`config.mk`:
```
export PLATFORM = sky130hd
export DESIGN_NAME = text_command_line_decoder_top
export DESIGN_NICKNAME = d
export VERILOG_FILES = /design/src/tcld_pkg.sv /design/src/text_command_line_decoder_top.sv
export SDC_FILE = /design/constraint.sdc
export NUM_CORES = 1
export LEC_CHECK = 0
export BUFFER_PORTS_ARGS = -buffer_cell sky130_fd_sc_hd__buf_2
export CAP_MARGIN = 5
export CORE_ASPECT_RATIO = 1.25
export CORE_MARGIN = 2
export CORE_UTILIZATION = 40
export DETAILED_ROUTE_END_ITERATION = 16
export PLACE_DENSITY = 0.69
export RECOVER_POWER = 25
export SKIP_LAST_GASP = 1
export SLEW_MARGIN = 20
export SYNTH_ARGS = -nofsm -noshare
export SYNTH_HDL_FRONTEND = slang
export SYNTH_SLANG_ARGS = --single-unit
```
`constraint.sdc`:
```
create_clock -name clk -period 2.78 [get_ports clk]
set_clock_uncertainty 0.1 [all_clocks]
set_input_delay 0.556 -clock clk [delete_from_list [all_inputs] [get_ports clk]]
set_output_delay 0.556 -clock clk [all_outputs]
set_load 0.01 [all_outputs]
```
`src/tcld_pkg.sv`:
```
// Shared constants, phase codes and prefix match functions for the command line decoder.
package tcld_pkg;

    // Sizing
    localparam int MAX_LANE_COUNT = 8;
    localparam int LINE_CAPACITY  = 128;
    localparam int LEN_W          = $clog2(LINE_CAPACITY);
    localparam int LANE_W         = 4;
    localparam int PHASE_W        = 3;

    // Command codes on the result channel
    localparam logic [1:0] CMD_RESET = 2'd0;
    localparam logic [1:0] CMD_ARM   = 2'd1;
    localparam logic [1:0] CMD_LANES = 2'd2;

    // Scan phases
    localparam logic [PHASE_W-1:0] PH_SKIP_WS    = 3'd0;
    localparam logic [PHASE_W-1:0] PH_PREFIX     = 3'd1;
    localparam logic [PHASE_W-1:0] PH_CMD        = 3'd2;
    localparam logic [PHASE_W-1:0] PH_NUM_WS     = 3'd3;
    localparam logic [PHASE_W-1:0] PH_NUM_DIGITS = 3'd4;
    localparam logic [PHASE_W-1:0] PH_NUM_DONE   = 3'd5;
    localparam logic [PHASE_W-1:0] PH_DEAD       = 3'd6;

    // Characters
    localparam logic [7:0] CH_NUL   = 8'h00;
    localparam logic [7:0] CH_TAB   = 8'h09;
    localparam logic [7:0] CH_LF    = 8'h0A;
    localparam logic [7:0] CH_VT    = 8'h0B;
    localparam logic [7:0] CH_FF    = 8'h0C;
    localparam logic [7:0] CH_CR    = 8'h0D;
    localparam logic [7:0] CH_SPACE = 8'h20;
    localparam logic [7:0] CH_PLUS  = 8'h2B;
    localparam logic [7:0] CH_COMMA = 8'h2C;
    localparam logic [7:0] CH_MINUS = 8'h2D;

    // Prefix lengths
    localparam logic [3:0] LEN_RESET = 4'd5;
    localparam logic [3:0] LEN_ARM   = 4'd3;
    localparam logic [3:0] LEN_LANES = 4'd6;
    localparam logic [3:0] LEN_SET   = 4'd10;

    function automatic logic is_blank(input logic [7:0] c);
        return (c == CH_SPACE) || (c == CH_TAB) || (c == CH_VT) || (c == CH_FF);
    endfunction

    function automatic logic [7:0] upcase(input logic [7:0] c);
        return (c >= "a" && c <= "z") ? c - 8'h20 : c;
    endfunction

    function automatic logic match_reset(input logic [3:0] pos, input logic [7:0] c);
        logic ok;
        unique case (pos)
            4'd0:    ok = (c == "R");
            4'd1:    ok = (c == "E");
            4'd2:    ok = (c == "S");
            4'd3:    ok = (c == "E");
            4'd4:    ok = (c == "T");
            default: ok = 1'b0;
        endcase
        return ok;
    endfunction

    function automatic logic match_arm(input logic [3:0] pos, input logic [7:0] c);
        logic ok;
        unique case (pos)
            4'd0:    ok = (c == "A");
            4'd1:    ok = (c == "R");
            4'd2:    ok = (c == "M");
            default: ok = 1'b0;
        endcase
        return ok;
    endfunction

    // last character of the short form may be comma or space
    function automatic logic match_lanes(input logic [3:0] pos, input logic [7:0] c);
        logic ok;
        unique case (pos)
            4'd0:    ok = (c == "L");
            4'd1:    ok = (c == "A");
            4'd2:    ok = (c == "N");
            4'd3:    ok = (c == "E");
            4'd4:    ok = (c == "S");
            4'd5:    ok = (c == CH_COMMA) || (c == CH_SPACE);
            default: ok = 1'b0;
        endcase
        return ok;
    endfunction

    function automatic logic match_set(input logic [3:0] pos, input logic [7:0] c);
        logic ok;
        unique case (pos)
            4'd0:    ok = (c == "S");
            4'd1:    ok = (c == "E");
            4'd2:    ok = (c == "T");
            4'd3:    ok = (c == "_");
            4'd4:    ok = (c == "L");
            4'd5:    ok = (c == "A");
            4'd6:    ok = (c == "N");
            4'd7:    ok = (c == "E");
            4'd8:    ok = (c == "S");
            4'd9:    ok = (c == ":");
            default: ok = 1'b0;
        endcase
        return ok;
    endfunction

endpackage

```
`src/text_command_line_decoder_top.sv`:
```
// Top level of the text command line decoder: input register, parse stage, result register.
//
//  Channel  | Handshake                    | Payload
//  ---------+------------------------------+-------------------------------
//  rx       | rx_valid / rx_ready          | rx_byte[7:0]
//  result   | result_valid / result_ready  | command_code[1:0], lane_count[3:0]
//
// One byte is taken every cycle unless a stalled result holds the parse stage; result_valid
// rises when the parse stage writes a command ended by CR or LF into the result register.
// rst_n clears the line state and both valid flags asynchronously.
// A result held on a stalled output stops the parse stage; the input register
// still takes one byte if it is empty, then rx_ready drops.
module text_command_line_decoder_top (
    input  logic                       clk,
    input  logic                       rst_n,
    input  logic                       rx_valid,
    output logic                       rx_ready,
    input  logic [7:0]                 rx_byte,
    output logic                       result_valid,
    input  logic                       result_ready,
    output logic [1:0]                 command_code,
    output logic [tcld_pkg::LANE_W-1:0] lane_count
);
    import tcld_pkg::*;

    // Input register
    logic               in_valid_reg, in_valid_next;
    logic [7:0]         in_byte_reg;

    // Line state
    logic [LEN_W-1:0]   len_reg, len_next;
    logic [PHASE_W-1:0] phase_reg, phase_next;
    logic [3:0]         pos_reg, pos_next;
    logic [3:0]         alive_reg, alive_next;
    logic [LANE_W-1:0]  value_reg, value_next;
    logic               too_big_reg, too_big_next;
    logic               neg_reg, neg_next;

    // Result register
    logic               out_valid_reg, out_valid_next;
    logic [1:0]         out_code_reg;
    logic [LANE_W-1:0]  out_count_reg;

    logic               rx_fire, stage_fire;
    logic               res_valid;
    logic [1:0]         res_code;
    logic [LANE_W-1:0]  res_count;
    logic [7:0]         c, u;
    logic [3:0]         alive_m;
    logic [3:0]         pos_inc;
    logic [3:0]         digit;
    logic [7:0]         prod;
    logic               is_digit;

    // Handshake
    assign stage_fire = in_valid_reg && (!out_valid_reg || result_ready);
    assign rx_ready   = !in_valid_reg || stage_fire;
    assign rx_fire    = rx_valid && rx_ready;

    assign result_valid = out_valid_reg;
    assign command_code = out_code_reg;
    assign lane_count   = out_count_reg;

    // Per-byte decode helpers
    assign c        = in_byte_reg;
    assign u        = upcase(in_byte_reg);
    assign pos_inc  = pos_reg + 4'd1;
    assign is_digit = (c >= "0") && (c <= "9");
    assign digit    = c[3:0];
    assign prod     = {4'd0, value_reg} * 8'd10 + {4'd0, digit};
    assign alive_m  = {alive_reg[3] && match_set(pos_reg, u),
                       alive_reg[2] && match_lanes(pos_reg, u),
                       alive_reg[1] && match_arm(pos_reg, u),
                       alive_reg[0] && match_reset(pos_reg, u)};

    // Parse stage: next line state and result for the byte in the input register
    always_comb
    begin
        len_next     = len_reg;
        phase_next   = phase_reg;
        pos_next     = pos_reg;
        alive_next   = alive_reg;
        value_next   = value_reg;
        too_big_next = too_big_reg;
        neg_next     = neg_reg;
        res_valid    = 1'b0;
        res_code     = CMD_RESET;
        res_count    = '0;

        if (c == CH_LF || c == CH_CR)
        begin
            // end of line: judge a non-empty line, then start afresh
            if (len_reg != '0)
            begin
                if (phase_reg == PH_CMD)
                begin
                    res_valid = 1'b1;
                    res_code  = alive_reg[0] ? CMD_RESET : CMD_ARM;
                end
                else if (phase_reg == PH_NUM_WS || phase_reg == PH_NUM_DIGITS ||
                         phase_reg == PH_NUM_DONE)
                begin
                    if (!too_big_reg && !neg_reg && value_reg != '0)
                    begin
                        res_valid = 1'b1;
                        res_code  = CMD_LANES;
                        res_count = value_reg;
                    end
                end
            end
            len_next     = '0;
            phase_next   = PH_SKIP_WS;
            pos_next     = '0;
            alive_next   = 4'hF;
            value_next   = '0;
            too_big_next = 1'b0;
            neg_next     = 1'b0;
        end
        else if (len_reg < LEN_W'(LINE_CAPACITY - 1))
        begin
            len_next = LEN_W'(len_reg + 1'b1);
            if (c == CH_NUL)
            begin
                // zero byte ends the parsed text
                if (phase_reg == PH_SKIP_WS || phase_reg == PH_PREFIX)
                    phase_next = PH_DEAD;
                else if (phase_reg == PH_NUM_WS || phase_reg == PH_NUM_DIGITS)
                    phase_next = PH_NUM_DONE;
            end
            else if ((phase_reg == PH_SKIP_WS && !is_blank(c)) || phase_reg == PH_PREFIX)
            begin
                // prefix match, first completed prefix wins
                pos_next   = pos_inc;
                phase_next = PH_PREFIX;
                priority if (alive_m == 4'd0)
                begin
                    alive_next = 4'd0;
                    phase_next = PH_DEAD;
                end
                else if (alive_m[0] && pos_inc == LEN_RESET)
                begin
                    alive_next = 4'b0001;
                    phase_next = PH_CMD;
                end
                else if (alive_m[1] && pos_inc == LEN_ARM)
                begin
                    alive_next = 4'b0010;
                    phase_next = PH_CMD;
                end
                else if (alive_m[2] && pos_inc == LEN_LANES)
                begin
                    alive_next = 4'b0100;
                    phase_next = PH_NUM_WS;
                end
                else if (alive_m[3] && pos_inc == LEN_SET)
                begin
                    alive_next = 4'b1000;
                    phase_next = PH_NUM_WS;
                end
                else
                begin
                    alive_next = alive_m;
                end
            end
            else if ((phase_reg == PH_NUM_WS && !is_blank(c)) || phase_reg == PH_NUM_DIGITS)
            begin
                // number: sign only before the first digit
                priority if (phase_reg == PH_NUM_WS && (c == CH_PLUS || c == CH_MINUS))
                begin
                    neg_next   = (c == CH_MINUS);
                    phase_next = PH_NUM_DIGITS;
                end
                else if (is_digit)
                begin
                    phase_next = PH_NUM_DIGITS;
                    if (!too_big_reg)
                    begin
                        if (prod > 8'(MAX_LANE_COUNT))
                            too_big_next = 1'b1;
                        else
                            value_next = prod[LANE_W-1:0];
                    end
                end
                else
                begin
                    phase_next = PH_NUM_DONE;
                end
            end
        end
        else
        begin
            // line too long: drop the byte and the line
            len_next     = '0;
            phase_next   = PH_SKIP_WS;
            pos_next     = '0;
            alive_next   = 4'hF;
            value_next   = '0;
            too_big_next = 1'b0;
            neg_next     = 1'b0;
        end
    end

    // Valid flags
    always_comb
    begin
        if (rx_fire)
            in_valid_next = 1'b1;
        else if (stage_fire)
            in_valid_next = 1'b0;
        else
            in_valid_next = in_valid_reg;

        if (stage_fire && res_valid)
            out_valid_next = 1'b1;
        else if (result_ready)
            out_valid_next = 1'b0;
        else
            out_valid_next = out_valid_reg;
    end

    // Control and line state registers
    always_ff @(posedge clk or negedge rst_n)
    begin
        if (!rst_n)
        begin
            in_valid_reg  <= 1'b0;
            out_valid_reg <= 1'b0;
            len_reg       <= '0;
            phase_reg     <= PH_SKIP_WS;
            pos_reg       <= '0;
            alive_reg     <= 4'hF;
            value_reg     <= '0;
            too_big_reg   <= 1'b0;
            neg_reg       <= 1'b0;
        end
        else
        begin
            in_valid_reg  <= in_valid_next;
            out_valid_reg <= out_valid_next;
            if (stage_fire)
            begin
                len_reg     <= len_next;
                phase_reg   <= phase_next;
                pos_reg     <= pos_next;
                alive_reg   <= alive_next;
                value_reg   <= value_next;
                too_big_reg <= too_big_next;
                neg_reg     <= neg_next;
            end
        end
    end

    // Payload registers
    always_ff @(posedge clk)
    begin
        if (rx_fire)
            in_byte_reg <= rx_byte;
        if (stage_fire && res_valid)
        begin
            out_code_reg  <= res_code;
            out_count_reg <= res_count;
        end
    end

endmodule

```
Word level (Yosys, flattened, before mapping)
Index checks and enable logic that the tools add are counted.

Add/sub/neg operators: 4. $mul: 1. Order comparisons: 6. Equality and inequality tests: 49. Mux-type cells: 71. Bitwise logic cells: 4. Reductions and logical operators: 54.

Operators by type and width (number): $mux W4 (22); $eq A8 B7 Y1 const B (9); $eq A8 B6 Y1 const B (6); $eq A8 B4 Y1 const B (5); $mux W1 (27); $eq A4 B3 Y1 const B (6); $mux W3 (8); $logic_and A1 B1 Y1 (18); $ne A3 B3 Y1 const B (6); $mux W2 (7); $mux W7 (2); $logic_or A1 B1 Y1 (13); $eq A4 B2 Y1 const B (3); $eq A4 B4 Y1 const B (3); $ne A3 B2 Y1 const B (3); $add A8 B4 Y8 (1); $ge A8 B6 Y1 const B (1); $ge A8 B7 Y1 const B (1); $gt A8 B4 Y1 const B (1); $le A8 B6 Y1 const B (1); $le A8 B7 Y1 const B (1); $logic_not A4 Y1 (2); $logic_not A8 Y1 (1); $mux W8 (1); 28 further kinds (41).

Bits in registers: 40. Output and inout bits: 8. Word-level logic and storage cells: 201.

Depth between registers and ports, before layout
Word-level depth: 16. Mapped depth: 10. Gate-level depth less buffers: 10.

Least setup slack after synthesis
No wires, ideal clock.

Path type: reg-to-reg. Start: register value_reg[1]. End: register value_reg[0]. Arrival: 2574 ps. Data required time: 2555 ps. Path slack: -19 ps. Cell stages (with the launch flop): 11. Cells stage by stage: dfrtp_1 > ha_1 > ha_1 > fa_1 > xor2_1 > nand3_1 > nor3_1 > nand2b_1 > a211oi_1 > o211a_1 > mux2_2.

Word-level cells in the longest chain between the ends: 5.

RTL lines: from (decl) (RTL line text_command_line_decoder_top.sv:35) `logic [LANE_W-1:0] value_reg, value_next;`; from (signal assigned) (RTL line text_command_line_decoder_top.sv:246) `value_reg <= value_next;`; $mul A4 B3 Y7 (RTL line text_command_line_decoder_top.sv:70) `assign prod = {4'd0, value_reg} * 8'd10 + {4'd0, digit};`; $add A8 B4 Y8 (RTL line text_command_line_decoder_top.sv:70); $gt A8 B4 Y1 (RTL line text_command_line_decoder_top.sv:178) `if (prod > 8'(MAX_LANE_COUNT))`; $ne A3 B3 Y1 (no line); $reduce_and A8 Y1 (no line).

Every way passes these cells. A chain may end at the register's enable or synchronous reset.

Worst setup path in the final report
Ends and elaborated chain as after synthesis.

==> out/results.txt <==
status: finished clean
CP max FO: 4
Mapped Cells: 326
# rows: 35
FF-to-FF setup slack: 0.02 ns
drt pass-1 iters: 4
clk sinks: 40
max-slew violations: 0
placed insts: 448
overall power: 2.05 mW
CTS tree: done
Final Non-Filler Cells: 457
Finish-stage setup viols: 0
die width: 80.9 um
cell family with most CP delay: adder cells
Die Span Y: 100 um
area occupied by multi-input gates: 1810 um2
RePlAce Congestion: 0.929
WP buf/inv: 0
Remaining DRCs: 0
root buf cell: clkbuf_8
design area: 3410 um2
fmax: 363 MHz
worst path required time: 2.87 ns
Post-synth ARST share: 65.0%
initial antenna violation count: 0
CP Capture Type: register
register area share after synthesis: 36.4%
NumNets Final: 395
Clock transition at path regs: 0.08 ns
slew of the pin with the lowest slew margin: 1.45 ns
largest net degree at the start of global routing: 27
number of I/O pins: 20
share of the synthesized area in the top cell type: 18.6%
IO buf count: 19
register area: 1080 um2
Area growth, synth to finish: 15.3%
Pwr per Cell Area: 601 nW/um2
Mapped Nets: 357
Setup crit start kind: register
Initial Util: 40.7%
Seq cells post-synth: 40
H-Tree Depth: 2
Synth Warn #: 0
Layout fillers: 718
Overflow after GRT: 0
average wire per standard cell: 15.0 um
Synth cell types: 63
EDFF count, synth: 14
Hold/Removal Path Class: input pin to register
top cells by area, synth: dfrtp_1 19%, edfxtp_1 14%, ha_1 7.2%
RR Startpoint: value_reg[1]
max_cap viols: 0
Hold Startpoint: rx_byte[3]
Post-Syn Area per Cell: 9.07 um2
Hold Path Cell Cnt: 1
post-synth top area cell: dfrtp_1
Final Hold Viols: 0
worst reg2reg path depth: 9
ANT nets after route: 0
crit-path cells: ha_1 -> ha_2 -> fa_2 -> xor2_2 -> nor3_1 -> o221ai_1 -> a211oi_2 -> o211a_1 -> mux2_2
largest stage delay on the critical path: 0.38 ns
worst hold slack: 0.337 ns
Largest register FFs: 8
clk buf depth: 2
dpl hpwl: 5340 um
Leak: 1.36 nW
most frequent cell after synthesis: nor2_1
kind of critical path: register to register
Slowest-stage cell, CP: dfrtp_1
RSZ-0062 raised after global routing: yes
CTS buffer count: 5
Synth top cells by count: 30 x nor2_1, 27 x nand2_1, 25 x o21ai_0
clk_lat worst skew: 0.30 ns
core area: 7270 um2
post-DR vias/cell: 5.79
Inserted Diodes: 0
GR Util All Layers: 18.4%
Worst IR Drop VDD: 0.340 mV
placed inst area: 3280 um2
first-pass GRT wire length: 11800 um
crit share post-route: 99.2%
WP data arrival: 2.84 ns
reg-to-reg endpoint: value_reg[0]
DRT Wirelength: 6870 um
Hold Path Sink: c[3]
Cell Area, Synth: 2960 um2
CTS Hold Bufs: 0
DR iter-0 viols: 154
share of cells above drive strength 1: 20.5%
via count: 2646
final core occ: 46.9%
vias in the first global route: 2545
top_reg_cell synth: dfrtp_1
Slew headroom: 3.62%
fin crit period: 2.76 ns
Die Area: 8100 um2
[worst reg2reg max path, stage by stage, from the launching register on]
cell and delay (ns):
dfrtp_1 0.38, ha_1 0.29, ha_2 0.20, fa_2 0.36, xor2_2 0.17, nor3_1 0.13
o221ai_1 0.16, a211oi_2 0.26, o211a_1 0.24, mux2_2 0.35
[metal layers]
metal	GRT usage, %	part of all wire, %	vias to the layer above	wire [um]
met3	2.79	2.8	12	194
met1	21.1	41	1280	2850
met4	6.78	2.1	0	144
met5	0	0	-	0
met2	33.9	54	50	3690
li1	-	-	1304	-
[logic make-up (layout without fill, tap and decap cells)]
kind of cell	count (synthesis)	after routing	share of synthesized area, %
XOR/XNOR	5	5	1.48
buffers and inverters	25	64	3.77
multiplexers	9	9	3.22
adder cells (fa/ha/maj)	19	19	8.55
AND/OR/NAND/NOR	145	145	26.7
flip-flops	40	40	36.4
AO/OA/AOI/OAI	83	83	19.9
[metrics by stage]
step / setup slack (ns) / TNS, ns
finish: 0.0224 / 0
global route: -0.0849 / -0.301
CTS: 0.00722 / 0
detailed placement: -0.0981 / -0.248
global placement: 0.0205 / 0
floorplan: 0.000538 / 0
[timing repair]
item | 4_1_cts | 5_1_grt
buffers inserted | 0 | 1
endpoints found under the setup margin | 4 | 8
gates resized for setup | 3 | 5
pin swaps | 3 | 3
[worst max path at each step]
| stage | start | to | cells past startpoint |
|---|---|---|---|
| 2_1_floorplan | value_reg[1] | value_reg[0] | 10 |
| 3_3_place_gp | value_reg[1] | value_reg[3] | 10 |
| 3_5_place_dp | value_reg[1] | value_reg[0] | 10 |
| 4_1_cts | value_reg[1] | value_reg[0] | 9 |
| 5_1_grt | value_reg[1] | value_reg[0] | 9 |
| 6_report | value_reg[1] | value_reg[0] | 9 |
[cells in the final DEF, fill, tap and decap left out, drive strengths merged, types with 5 or more instances in the layout]
cell type and instances:
clkbuf 8, nand2b 8, nand3 9, nor3b 5
a21oi 14, nor3 9, and3 8, o21ai 27
edfxtp 14, ha 17, nand4 10, and2 9
dfrtp 22, nand3b 5, o31ai 5, mux2i 5
buf 44, nor2 30, nor4 9, nand2 27
inv 11
[power by group]
part	switching, mW	internal [mW]	total, mW
Sequential	0.146	0.748	0.894
Combinational	0.439	0.339	0.777
Clock	0.201	0.176	0.377
Total	0.786	1.26	2.05
[layout make-up]
type | instances | share of cell area [%]
clock inverter | 1 | 0.147
inverter | 11 | 1.21
clock buffer | 7 | 2.24
sequential | 40 | 31.6
tap | 92 | 3.38
timing repair buffer | 45 | 8.48
multi-input combinational | 261 | 53.0
Note: power is estimated with default switching activity, not from simulation.
